## config.mk

```make
export PLATFORM = sky130hd
export DESIGN_NAME = rrs_ctrl
export DESIGN_NICKNAME = d
export VERILOG_FILES = /design/src/rtl/rrs_pkg.sv /design/src/rtl/rrs_ctrl.sv
export SDC_FILE = /design/constraint.sdc
export NUM_CORES = 1
export LEC_CHECK = 0
export ABC_AREA = 1
export ABC_CLOCK_PERIOD_IN_PS = 950
export BUFFER_PORTS_ARGS = -buffer_cell sky130_fd_sc_hd__buf_2
export CELL_PAD_IN_SITES_DETAIL_PLACEMENT = 1
export CELL_PAD_IN_SITES_GLOBAL_PLACEMENT = 1
export CORE_AREA = 4 4 41 43
export DETAILED_ROUTE_END_ITERATION = 7
export DIE_AREA = 0 0 45 47
export GPL_TIMING_DRIVEN = 0
export PLACE_DENSITY = 0.3
export REMOVE_ABC_BUFFERS = 1
export SLEW_MARGIN = 5
export SYNTH_ARGS = -nofsm -noshare
export SYNTH_HDL_FRONTEND = slang
export SYNTH_SLANG_ARGS = --single-unit
```

## constraint.sdc

```tcl
create_clock -name clock -period 0.95 [get_ports clock]
set_input_delay 0.095 -clock clock [delete_from_list [all_inputs] [get_ports clock]]
set_output_delay 0.095 -clock clock [all_outputs]
set_load 0.03 [all_outputs]
```

## src/rtl/rrs_pkg.sv

```systemverilog
// rrs_pkg: shared constants, operation codes and control types of the RPN register stack.
// No dependencies; every other file of the block imports it.
`timescale 1ns / 1ps

package rrs_pkg;

   localparam int DEF_WORD_WIDTH = 64;
   localparam int DEF_MAX_DEPTH  = 8;

   localparam int FUNC_W  = 4;
   localparam int VALUE_W = 64;
   localparam int LEVEL_W = 3;
   localparam int COUNT_W = 4;
   localparam int ORDER_W = 8;
   localparam int IDX_W   = 5;

   localparam int SHALLOW_TOP = 3;
   localparam int DEEP_LEVELS = 8;
   localparam int MAX_DROPS   = 8;
   localparam int BLOCK_MAX   = 4;
   localparam int SHUF_LEVELS = 4;

   localparam int CSR_DATA_W = 32;
   localparam int CSR_ADDR_W = 2;
   localparam logic [CSR_ADDR_W-1:0] CSR_DEEP_STACK = 2'd0;

   localparam logic [FUNC_W-1:0] FN_CLRX    = 4'd0;
   localparam logic [FUNC_W-1:0] FN_CLRALL  = 4'd1;
   localparam logic [FUNC_W-1:0] FN_PUSH    = 4'd2;
   localparam logic [FUNC_W-1:0] FN_DROP_AT = 4'd3;
   localparam logic [FUNC_W-1:0] FN_DROPN   = 4'd4;
   localparam logic [FUNC_W-1:0] FN_ROLLUP  = 4'd5;
   localparam logic [FUNC_W-1:0] FN_ROLLDN  = 4'd6;
   localparam logic [FUNC_W-1:0] FN_SWAPXY  = 4'd7;
   localparam logic [FUNC_W-1:0] FN_SWAPX   = 4'd8;
   localparam logic [FUNC_W-1:0] FN_SWAPBLK = 4'd9;
   localparam logic [FUNC_W-1:0] FN_SHUFFLE = 4'd10;
   localparam logic [FUNC_W-1:0] FN_FILL    = 4'd11;
   localparam logic [FUNC_W-1:0] FN_SAVE    = 4'd12;
   localparam logic [FUNC_W-1:0] FN_UNDO    = 4'd13;
   localparam logic [FUNC_W-1:0] FN_READ    = 4'd14;

   typedef struct packed {
      logic load_op;
      logic exec;
   } rrs_cmd_type;

endpackage

```

## src/rtl/rrs_ctrl.sv

```systemverilog
// rrs_ctrl: handshake controller; holds one item in execution and tracks the result register.
// Depends on rrs_pkg (command struct).
`timescale 1ns / 1ps

module rrs_ctrl import rrs_pkg::*; (
   input  logic        clock,
   input  logic        reset,
   input  logic        req_valid,
   output logic        req_ready,
   output logic        rsp_valid,
   input  logic        rsp_ready,
   output rrs_cmd_type cmd
);

   localparam logic ST_IDLE = 1'b0;
   localparam logic ST_EXEC = 1'b1;

   logic state_ff, state_in;
   logic out_full_ff, out_full_in;
   logic exec_go;
   logic accept;

   assign exec_go   = (state_ff == ST_EXEC) && (!out_full_ff || rsp_ready);
   assign req_ready = (state_ff == ST_IDLE) || exec_go;
   assign accept    = req_valid && req_ready;
   assign rsp_valid = out_full_ff;

   always_comb begin
      cmd.load_op = accept;
      cmd.exec    = exec_go;
   end

   always_comb begin
      state_in = state_ff;
      unique case (state_ff)
         ST_IDLE: begin
            if (accept) state_in = ST_EXEC;
         end
         ST_EXEC: begin
            if (exec_go && !accept) state_in = ST_IDLE;
         end
         default: state_in = ST_IDLE;
      endcase
   end

   always_comb begin
      if (exec_go) begin
         out_full_in = 1'b1;
      end else if (rsp_ready) begin
         out_full_in = 1'b0;
      end else begin
         out_full_in = out_full_ff;
      end
   end

   always_ff @(posedge clock) begin
      if (reset) begin
         state_ff    <= ST_IDLE;
         out_full_ff <= 1'b0;
      end else begin
         state_ff    <= state_in;
         out_full_ff <= out_full_in;
      end
   end

endmodule

```

Word-level counts from Yosys, hierarchy flattened
Index checks and enable logic that the tools add are counted.
{ "totals": {"reg_bits": 2, "inputBits": 4, "output_inout_bits": 4, "elab_cells": 16} }
{ "classes": {"muxes": 5, "bitwise_logic": 1, "reduce_logical": 8} }
{ "op_table": {"columns": ["op", "count"], "rows": [
  ["2-to-1 mux 1 bit", 4],
  ["logical AND 1 bit", 3],
  ["logical NOT 1 bit", 2],
  ["logical OR 1 bit", 2],
  ["one-hot mux 1 bit (2 select lines)", 1],
  ["nonzero test 2 bit", 1],
  ["inverter 1 bit", 1]
]} }

Longest topological paths before layout
Gate-level depths: netlist of the first run.
{ "logic_depth": {"depth_word": 9, "ltp_mapped": 5, "depth_no_buf": 4} }

Worst setup path before layout of the first run
No wires, ideal clock.
{ "synth_timing": {"path_kind": "register -> output", "start": "reg out_full_ff, in the netlist rsp_valid", "end": "out cmd[1] in the netlist's numbering", "arrival_time_ns": 1.120, "required_ns": 0.855, "setup_slack_ns": -0.265, "path_stages_with_launch": 5, "path_buffers": 1, "cell_sequence": "dfxtp_1 -> nand3_2 -> nand2_1 -> inv_1 -> buf_4"} }
{ "synth_via": {"elab_chain_len": 5} }
{ "synth_rtl": {"columns": ["item", "line_no", "source"], "rows": [
  ["start: declaration", "rrs_ctrl.sv:19", "logic out_full_ff, out_full_in;"],
  ["start signal: assignment", "rrs_ctrl.sv:62", "out_full_ff <= out_full_in;"],
  ["logical NOT 1 bit", "rrs_ctrl.sv:23", "assign exec_go = (state_ff == ST_EXEC) && (!out_full_ff || rsp_ready);"],
  ["logical OR 1 bit", "rrs_ctrl.sv:23", null],
  ["logical AND 1 bit", "rrs_ctrl.sv:23", null],
  ["logical OR 1 bit", "rrs_ctrl.sv:24", "assign req_ready = (state_ff == ST_IDLE) || exec_go;"],
  ["via req_ready", "rrs_ctrl.sv:9", "output logic req_ready,"],
  ["logical AND 1 bit", "rrs_ctrl.sv:25", "assign accept = req_valid && req_ready;"],
  ["end: declaration", "rrs_ctrl.sv:12", "output rrs_cmd_type cmd"]
]} }
The timed path passes the listed nets, and every way through them passes these cells.

==> key figures, run 1 <==
GRT
  – First-pass GRT wire length: about 520 um
  – Largest net degree at the start of global routing: 4
  – Overflow after GRT: 0
  – Initial antenna violation count: 0
  – Gr usage total: 0.0433
  – Vias in the first global route: between 100 and 150

Clocking
  – Clk_lat worst skew: ~0.23 ns
  – Cts bufs inserted: 3
  – CTS Buffer Depth: 2
  – Clock Sinks: 2
  – CTS tree: yes
  – Root buffer cell: clkbuf_4
  – H-tree depth: 1
  – Post-CTS Hold Fix Bufs: 0
  – Worst-path clk slew: about 0.030 ns

Logic synthesis
  – Post-synth EDFFs: 0
  – Count of warnings emitted by yosys: 0
  – Commonest cells post-synth: 4 x inv_1, 2 x a21oi_1, 2 x buf_4, 2 x dfxtp_1, 2 x nand2_1
  – Synth top area cells: dfxtp_1 38%, buf_4 14%, inv_1 14%, a21oi_1 9.4%, nand3_2 9.4%
  – Post-synthesis cell count: 14
  – Dominant synthesized flop cell: dfxtp_1
  – Synthesized area per cell: about 7.6 um^2
  – Sequential share of the synthesized area: 0.376
  – Post-synthesis register bit count: 2
  – Synth top area share: 0.376
  – Most common cell in the netlist: inv_1
  – Area leader, netlist: dfxtp_1
  – Asr flop ratio synth: 0
  – Synthesized area: around 110 um^2
  – Unique masters post-synth: 7

Setup path
  – Crit path capture type: output port
  – Required time worst endpoint: ~0.85 ns
  – Worst Setup Start Kind: register
  – Crit Path Class: reg2out
  – Worst Path Max Fanout: 3
  – CP arrival: 0.90 ns

Floorplanning
  – Core Footprint: ~1300 um^2
  – Starting Density: 0.0817
  – Die H: 47 um
  – Die area: between 2000 and 2500 um^2
  – Rows: 13
  – Io pins: 8
  – Die Width: ~45 um

STA
  – Setup ws final: -0.0444 ns
  – Worst clock skew: between 0.006 and 0.007 ns
  – Max Freq: around 1 GHz
  – Fin. Hold Viols: 0
  – RSZ-0062 raised after global routing: yes
  – Minimum clock period: a little under 1 ns
  – Period utilization: 1.05
  – Slew Limit Fails: 0
  – Slew margin rel.: 0.896
  – Setup violators final: 3
  – Slew @ Worst Pin: about 0.16 ns

Pwr
  – Switch share: 0.268
  – Logic gate share of total power: 0.182
  – PwrDens: 1600 nW/um^2
  – Clk network pwr share: 0.547
  – Internal: roughly 0.26 mW
  – Seq pwr share: 0.272
  – Leak: a little over 0.1 nW
  – Worst vdd rail ir drop: 558 uV
  – Switching power total: 0.0943 mW
  – Total Power: around 0.35 mW

Place
  – DP Cell Count: 34
  – Routability congestion estimate from global placement: 0.597
  – Port bufs: 7
  – DP HPWL: around 220 um

Drt
  – Avg WL per Cell: between 7 and 8 um
  – Post-route DRC: 0
  – Vias: about 130
  – Drt initial violations: 0
  – WL final: around 300 um
  – Post-route ant nets: 0
  – DRT Pass-1 Iters: 1
  – Post-DR vias/cell: 3.23

Job
  – Max-cap violations: 0

Status
  – Violated checks: setup timing
  – Status: finished with violations

Finish
  – Syn-to-layout area delta: 107%
  – Fraction of layout cells with a size suffix above 1: 0.833
  – Final nets: 30
  – Post-route insts no fill: 39
  – Ant diodes: 0

Worst hold path
  – Hold WC Path Type: in2reg
## layout make-up
cell class / count / area (um^2)
fillers: 161 / 1080
repair buffers: 9 / 68.8
multi-input cells: 6 / 50.0
flip-flops and latches: 2 / 45.0
clock buffers: 3 / 22.5
well taps: 15 / 18.8
inverters: 4 / 15.0
## power by group through the flow
stage | clock (mW) | combinational [mW] | sequential (mW)
after detailed placement | 0 | 0.0456 | 0.0950
after floorplan | 0 | 0.0236 | 0.0992
final | 0.192 | 0.0640 | 0.0956
after global placement | 0 | 0.0454 | 0.0947
after global routing | 0.210 | 0.0691 | 0.0962
after CTS | 0.199 | 0.0569 | 0.0945
## what timing repair did
item,in CTS,in global routing
setup endpoints to repair,3,4
setup buffers,2,0
resized for setup,6,8
pin swaps,1,2
## placed cells by master, fill, tap and decap left out
| cell | count |
|---|---|
| buf_6 | 3 |
| nand2_2 | 1 |
| buf_2 | 4 |
| dfxtp_2 | 1 |
| buf_4 | 2 |
| inv_1 | 2 |
| nand2_1 | 1 |
| nand3_4 | 1 |
| a21oi_1 | 1 |
| clkbuf_4 | 3 |
| a21oi_2 | 2 |
| inv_2 | 2 |
| dfxtp_4 | 1 |
## path summary, 6_finish.rpt
| path | startpoint | to | slack [ns] | cells past startpoint |
|---|---|---|---|---|
| min reg2reg | state_ff$_SDFF_PP0_ | rsp_valid$_SDFFE_PP0P_ | 0.49 | 2 |
| min | reset | state_ff$_SDFF_PP0_ | 0.03 | 2 |
| max | rsp_valid$_SDFFE_PP0P_ | cmd[1] | -0.04 | 4 |
| max reg2reg | rsp_valid$_SDFFE_PP0P_ | state_ff$_SDFF_PP0_ | 0.22 | 3 |
## flip-flops by register name, summed over array words and instances (netlist names)
register and flops:
rsp_valid 1, state_ff 1
## worst max-delay path, stage by stage (launching register included)
cell	delay, ns
dfxtp_4	0.36
nand3_4	0.09
nand2_2	0.08
inv_2	0.03
buf_6	0.12
## routing by layer
layer / track usage / wire (um)
met1: 0.0271 / 89
met2: 0.0593 / 150
met3: 0.0153 / 31
met4: 0.105 / 28
met5: 0 / 0
## kinds of logic after synthesis
group / after synthesis / share of synthesized area
buffers and inverters: 6 / 0.282
and+or+nand+nor: 3 / 0.165
AOI/OAI and AO/OA: 3 / 0.176
DFF: 2 / 0.376
## stage by stage
step	area (um^2)	worst slack, ns	TNS, ns	hold WS (ns)	utilization
final	220	-0.0444	-0.0726	0.0301	0.169
after global routing	220	-0.0931	-0.189	0.0329	0.169
after detailed placement	145	0.0918	0	0.278	0.112
after global placement	145	0.102	0	0.278	0.112
after CTS	196	-0.0399	-0.0762	0.0302	0.151
after floorplan	91.3	-0.209	-0.422	0.157	-
(Power assumes the default switching activity.)
==> run 2, diff against run 1 <==
Settings changed: ABC_CLOCK_PERIOD_IN_PS 950 to 1000, BUFFER_PORTS_ARGS -buffer_cell sky130_fd_sc_hd__buf_2 to unset, DONT_BUFFER_PORTS set to 1.
Clock period 0.95 ns to 1 ns, I/O delays scaled along.
==> run 2 against run 1 <==
Net effect:
- final area is 27% lower
- critical path type unchanged
- worst hold slack got worse by 0.012 ns
- power down 14%
- setup slack worse by 0.049 ns
- sequential share of layout area is 6.9 points higher
- die area stayed put
- largest cell class is now multi-input combinational cells
- wire length fell by 18%
- the flow still finishes with violations (setup timing)
- via count is 29% lower
- highest routed layer is now met3
- register-to-register slack is essentially flat
==> key figures, run 2 (synthesis gave the netlist of run 1 again) <==
Finish
  – Utilization after layout: 0.123
  – Fraction of layout cells with a size suffix above 1: 0.563
  – Syn-to-layout area delta: 50.6%
  – Multi-input logic area: 50.0 um^2
  – Final Cell Area: ~160 um^2
  – Ant diodes: 0
  – Final nets: 22
  – Seq. cell area: between 40 and 50 um^2
  – Fillers: about 160
  – Post-route insts no fill: 31
  – Most frequent cells in the layout: 3 x inv_1, 3 x clkbuf_4, 2 x a21oi_2

Setup path
  – Crit Path Class: reg2out
  – Worst Path Max Fanout: 2
  – Slowest stage delay, CP: ~0.36 ns
  – Worst Setup Start Kind: register
  – Crit-path cells: inv_1 -> a21oi_2
  – Crit path capture type: output port
  – CP max-delay cell: dfxtp_1
  – CP arrival: between 0.9 and 1 ns
  – Worst reg2reg path depth: 2
  – Required time worst endpoint: 0.90 ns

Drt
  – Vias: 90
  – Post-route DRC: 0
  – Avg WL per Cell: around 8 um
  – Post-route ant nets: 0
  – Post-DR vias/cell: between 2 and 3
  – DRT Pass-1 Iters: 2
  – Drt initial violations: 3
  – WL final: roughly 250 um

Clocking
  – Worst-path clk slew: around 0.030 ns
  – Root buffer cell: clkbuf_4
  – Clock Sinks: 2
  – Cts bufs inserted: 3
  – Setup bufs post-CTS: 0
  – H-tree depth: 1
  – Clk_lat worst skew: 0.22 ns
  – CTS tree: yes
  – CTS Buffer Depth: 2

STA
  – Max Freq: ~0.9 GHz
  – Worst clock skew: around 0.004 ns
  – RSZ-0062 raised after global routing: yes
  – Slew margin rel.: 0.737
  – Fin Hold WS: between 0.015 and 0.02 ns
  – Slew Limit Fails: 0
  – Fin. Hold Viols: 0
  – Setup ws final: -0.0933 ns
  – Period utilization: 1.09
  – Setup violators final: 2
  – Slew @ Worst Pin: approximately 0.39 ns
  – Minimum clock period: between 1 and 1.5 ns

Floorplanning
  – Die area: around 2100 um^2
  – Die H: about 47 um
  – Io pins: 8
  – Rows: 13
  – Core Footprint: between 1000 and 1500 um^2
  – Starting Density: 0.0817
  – Die Width: ~45 um

Pwr
  – PwrDens: about 1900 nW/um^2
  – Worst vdd rail ir drop: just under 600 uV
  – Leak: 0.0637 nW

GRT
  – Grt met1 use: 0.0248
  – Overflow after GRT: 0
  – Vias in the first global route: between 100 and 150
  – Gr usage total: 0.0339
  – Largest net degree at the start of global routing: 5
  – GR peak layer: met4
  – First-pass GRT wire length: 414 um
  – Initial antenna violation count: 0
  – Met2 GRT Util: 0.0367
  – Met3 usage: 0.0268

Place
  – Pre-CTS setup slack: -0.244 ns
  – DP Cell Count: 27
  – Port bufs: 0
  – Area after DPL: between 100 and 150 um^2
  – Routability congestion estimate from global placement: around 0.54

Status
  – Violated checks: setup timing
  – Status: finished with violations

Job
  – Max-cap violations: 0

Worst hold path
  – Hold path cells: 2
  – Hold WC Path Type: in2reg
run 2: worst max-delay path, delay by kind of cell (launching register included):
| kind | cells | cell delay, ns |
|---|---|---|
| compound gates | 1 | 0.32 |
| flops | 1 | 0.36 |
| buf+inv | 1 | 0.09 |
run 2: metrics by stage:
step	power (mW)	setup TNS, ns
after global routing	0.331	-0.267
after floorplan	0.117	-0.282
after global placement	0.120	-0.481
after CTS	0.317	-0.212
after detailed placement	0.120	-0.505
final	0.304	-0.181
run 2: report_power, final:
group | switching (mW) | total [mW] | internal [mW] | leakage [nW]
Sequential | 0.0109 | 0.0952 | 0.0844 | 0.0173
Clock | 0.0447 | 0.177 | 0.132 | 0.0138
Combinational | 0.0225 | 0.0321 | 0.00958 | 0.0326
Total | 0.0781 | 0.304 | 0.226 | 0.0637
run 2: final cells by class:
cell class / instances / share of cell area
multi-input combinational: 6 / 0.312
tap: 15 / 0.117
sequential: 2 / 0.273
inverter: 4 / 0.0937
clock buffer: 3 / 0.141
timing repair buffer: 1 / 0.0625
run 2: path summary, 6_finish.rpt:
path | from | to | slack [ns]
hold / removal | req_valid | state_ff$_SDFF_PP0_ | 0.02
setup / recovery | state_ff$_SDFF_PP0_ | cmd[0] | -0.09
setup reg to reg | rsp_valid$_SDFFE_PP0P_ | state_ff$_SDFF_PP0_ | 0.21
hold reg to reg | state_ff$_SDFF_PP0_ | rsp_valid$_SDFFE_PP0P_ | 0.54
run 2: repair_timing:
action                     CTS  global route
hold buffers                 1             0
hold endpoints to repair     2             0
pin swaps                    1             1
setup endpoints to repair    4             2
resized for setup            6             0
run 2: layer usage:
metal	routed length (um)	vias to the layer above
met3	34	0
met2	125	5
met1	87	38
li1	-	47
met5	0	-
met4	0	0
==> run 3, diff against run 2 <==
Settings changed: ABC_AREA 1 to unset.
==> run 3 against run 2 <==
Net effect:
- the flow still finishes with violations (setup timing)
- synthesized cell count fell by 14%
- sequential share of layout area rose by 0.22 points
- combinational power fell by 4%
- critical path depth did not move
- area after synthesis rose by 12%
- critical path type unchanged
- power rose by 0.40%
- largest power group unchanged
- via count fell by 1.1%
==> key figures, run 3 <==
Pwr
  – Leak: 0.0810 nW
  – Worst vdd rail ir drop: 450 uV
  – PwrDens: 1920 nW/um^2

Drt
  – Drt initial violations: 0
  – Vias: 89
  – Post-route ant nets: 0
  – Post-DR vias/cell: about 3.1
  – Post-route DRC: 0
  – DRT Pass-1 Iters: 1
  – Avg WL per Cell: roughly 8.5 um
  – WL final: between 200 and 250 um

STA
  – RSZ-0062 raised after global routing: yes
  – Period utilization: 1.12
  – Slew Limit Fails: 0
  – Setup violators final: 2
  – Fin. Hold Viols: 0
  – Max Freq: 0.890 GHz
  – Slew margin rel.: 0.888
  – Setup ws final: -0.123 ns
  – Minimum clock period: 1.12 ns
  – Worst clock skew: between 0.0005 and 0.0006 ns
  – Slew @ Worst Pin: roughly 0.17 ns

Setup path
  – Crit Path Class: reg2out
  – Crit path max-delay family: flip-flops
  – Slowest stage delay, CP: slightly above 0.4 ns
  – Buffer and inverter count on the worst path: 0
  – Critical R2R Launch: rsp_valid$_SDFFE_PP0P_
  – R2r endpoint: state_ff$_SDFF_PP0_
  – CP max-delay cell: dfxtp_4
  – Worst Path Max Fanout: 3
  – Worst reg2reg path depth: 2
  – Crit-path cells: nand3b_4 -> and2_4
  – Reg2Reg Setup Slack: 0.20 ns
  – Crit path capture type: output port
  – Worst Setup Start Kind: register
  – CP arrival: between 1 and 1.5 ns
  – Required time worst endpoint: 0.90 ns

Logic synthesis
  – Synth top area cells: dfxtp_1 34%, nand3b_4 17%, buf_4 13%, a21oi_2 7.4%, and2_4 7.4%
  – Synth top area share: 0.337
  – Synthesized area: about 120 um^2
  – Sequential share of the synthesized area: 0.337
  – Asr flop ratio synth: 0
  – Commonest cells post-synth: 2 x buf_4, 2 x dfxtp_1, 2 x inv_1
  – Dominant synthesized flop cell: dfxtp_1
  – Count of warnings emitted by yosys: 0
  – Post-synthesis register bit count: 2
  – Area leader, netlist: dfxtp_1
  – Post-synthesis cell count: 12
  – Synthesized area per cell: ~10 um^2
  – Unique masters post-synth: 9
  – Post-synth EDFFs: 0

GRT
  – Vias in the first global route: 117
  – Gr usage total: 0.0410
  – First-pass GRT wire length: between 400 and 500 um
  – Largest net degree at the start of global routing: 4
  – Initial antenna violation count: 0
  – Overflow after GRT: 0

Finish
  – Final Cell Area: 159 um^2
  – Most frequent cells in the layout: 3 x clkbuf_4, 2 x inv_1
  – Post-route insts no fill: 29
  – Fillers: between 150 and 200
  – Most common cell after layout, fill and taps aside: clkbuf_4
  – Syn-to-layout area delta: 33.7%
  – Final nets: 20
  – Utilization after layout: 0.122
  – Ant diodes: 0
  – Fraction of layout cells with a size suffix above 1: 0.571

Place
  – Pre-CTS setup slack: -0.129 ns
  – Routability congestion estimate from global placement: ~0.54
  – DP Cell Count: 25
  – Port bufs: 0
  – Area after DPL: between 100 and 150 um^2

Floorplanning
  – Die H: roughly 47 um
  – Starting Density: 0.0913
  – Io pins: 8
  – Die area: between 2000 and 2500 um^2
  – Core Footprint: approximately 1300 um^2
  – Die Width: 45 um
  – Rows: 13

Clocking
  – Root buffer cell: clkbuf_4
  – CTS tree: yes
  – Cts bufs inserted: 3
  – H-tree depth: 1
  – Worst-path clk slew: around 0.030 ns
  – Clk_lat worst skew: 0.22 ns
  – Clock Sinks: 2
  – CTS Buffer Depth: 2

Worst hold path
  – Hold WC Path Type: in2reg
  – Worst Hold Endpoint: state_ff$_SDFF_PP0_
  – HP Start: req_valid
  – Hold path cells: 2

Status
  – Violated checks: setup timing
  – Status: finished with violations

Job
  – Max-cap violations: 0
## run 3: stage by stage
| step | power (mW) | hold WS, ns | setup TNS, ns |
|---|---|---|---|
| after floorplan | 0.121 | 0.162 | -0.0874 |
| after global routing | 0.336 | 0.00896 | -0.299 |
| after detailed placement | 0.124 | 0.165 | -0.206 |
| after global placement | 0.124 | 0.166 | -0.200 |
| final | 0.306 | 0.0131 | -0.199 |
| after CTS | 0.321 | 0.00308 | -0.241 |
## run 3: how the worst max path moves through the flow
stage	depth (start not counted)	end	slack [ns]	start
2_1_floorplan	2	cmd[1]	-0.08	rsp_valid$_SDFFE_PP0P_
3_3_place_gp	2	cmd[1]	-0.13	rsp_valid$_SDFFE_PP0P_
3_5_place_dp	2	cmd[1]	-0.13	rsp_valid$_SDFFE_PP0P_
4_1_cts	2	cmd[1]	-0.14	rsp_valid$_SDFFE_PP0P_
5_1_grt	2	cmd[1]	-0.17	rsp_valid$_SDFFE_PP0P_
6_report	2	cmd[1]	-0.12	rsp_valid$_SDFFE_PP0P_
## run 3: area by class of cell
| cell class | instances | area, um^2 | area share |
|---|---|---|---|
| Tap cell | 15 | 18.8 | 0.118 |
| Sequential cell | 2 | 43.8 | 0.276 |
| Multi-Input combinational cell | 6 | 56.3 | 0.354 |
| Inverter | 2 | 7.51 | 0.0472 |
| Clock buffer | 3 | 22.5 | 0.142 |
| Timing Repair Buffer | 1 | 10.0 | 0.0630 |
## run 3: timing repair
| action | CTS | global route |
|---|---|---|
| endpoints found under the hold margin | 2 | 0 |
| pin swaps | 1 | 0 |
| endpoints found under the setup margin | 4 | 2 |
| setup buffers | 0 | 0 |
| hold buffers | 1 | 0 |
| resized for setup | 2 | 0 |
## run 3: report_power, final
group | internal [mW] | switching, mW | leakage, nW
registers | 0.0843 | 0.0103 | 0.0173
clock network | 0.133 | 0.0476 | 0.0138
logic | 0.0133 | 0.0175 | 0.0500
## run 3: logic make-up after synthesis
group                  count (synthesis)  share of synthesized area
buffers and inverters                  4                      0.189
AOI/OAI and AO/OA                      2                      0.116
and+or+nand+nor                        4                      0.358
DFF                                    2                      0.337
## run 3: routing by layer
metal / track usage / part of all wire / vias up
li1: - / - / 41
met1: 0.0293 / 0.46 / 37
met2: 0.0282 / 0.22 / 9
met3: 0.0536 / 0.24 / 2
met4: 0.0877 / 0.077 / 0
met5: 0 / 0 / -
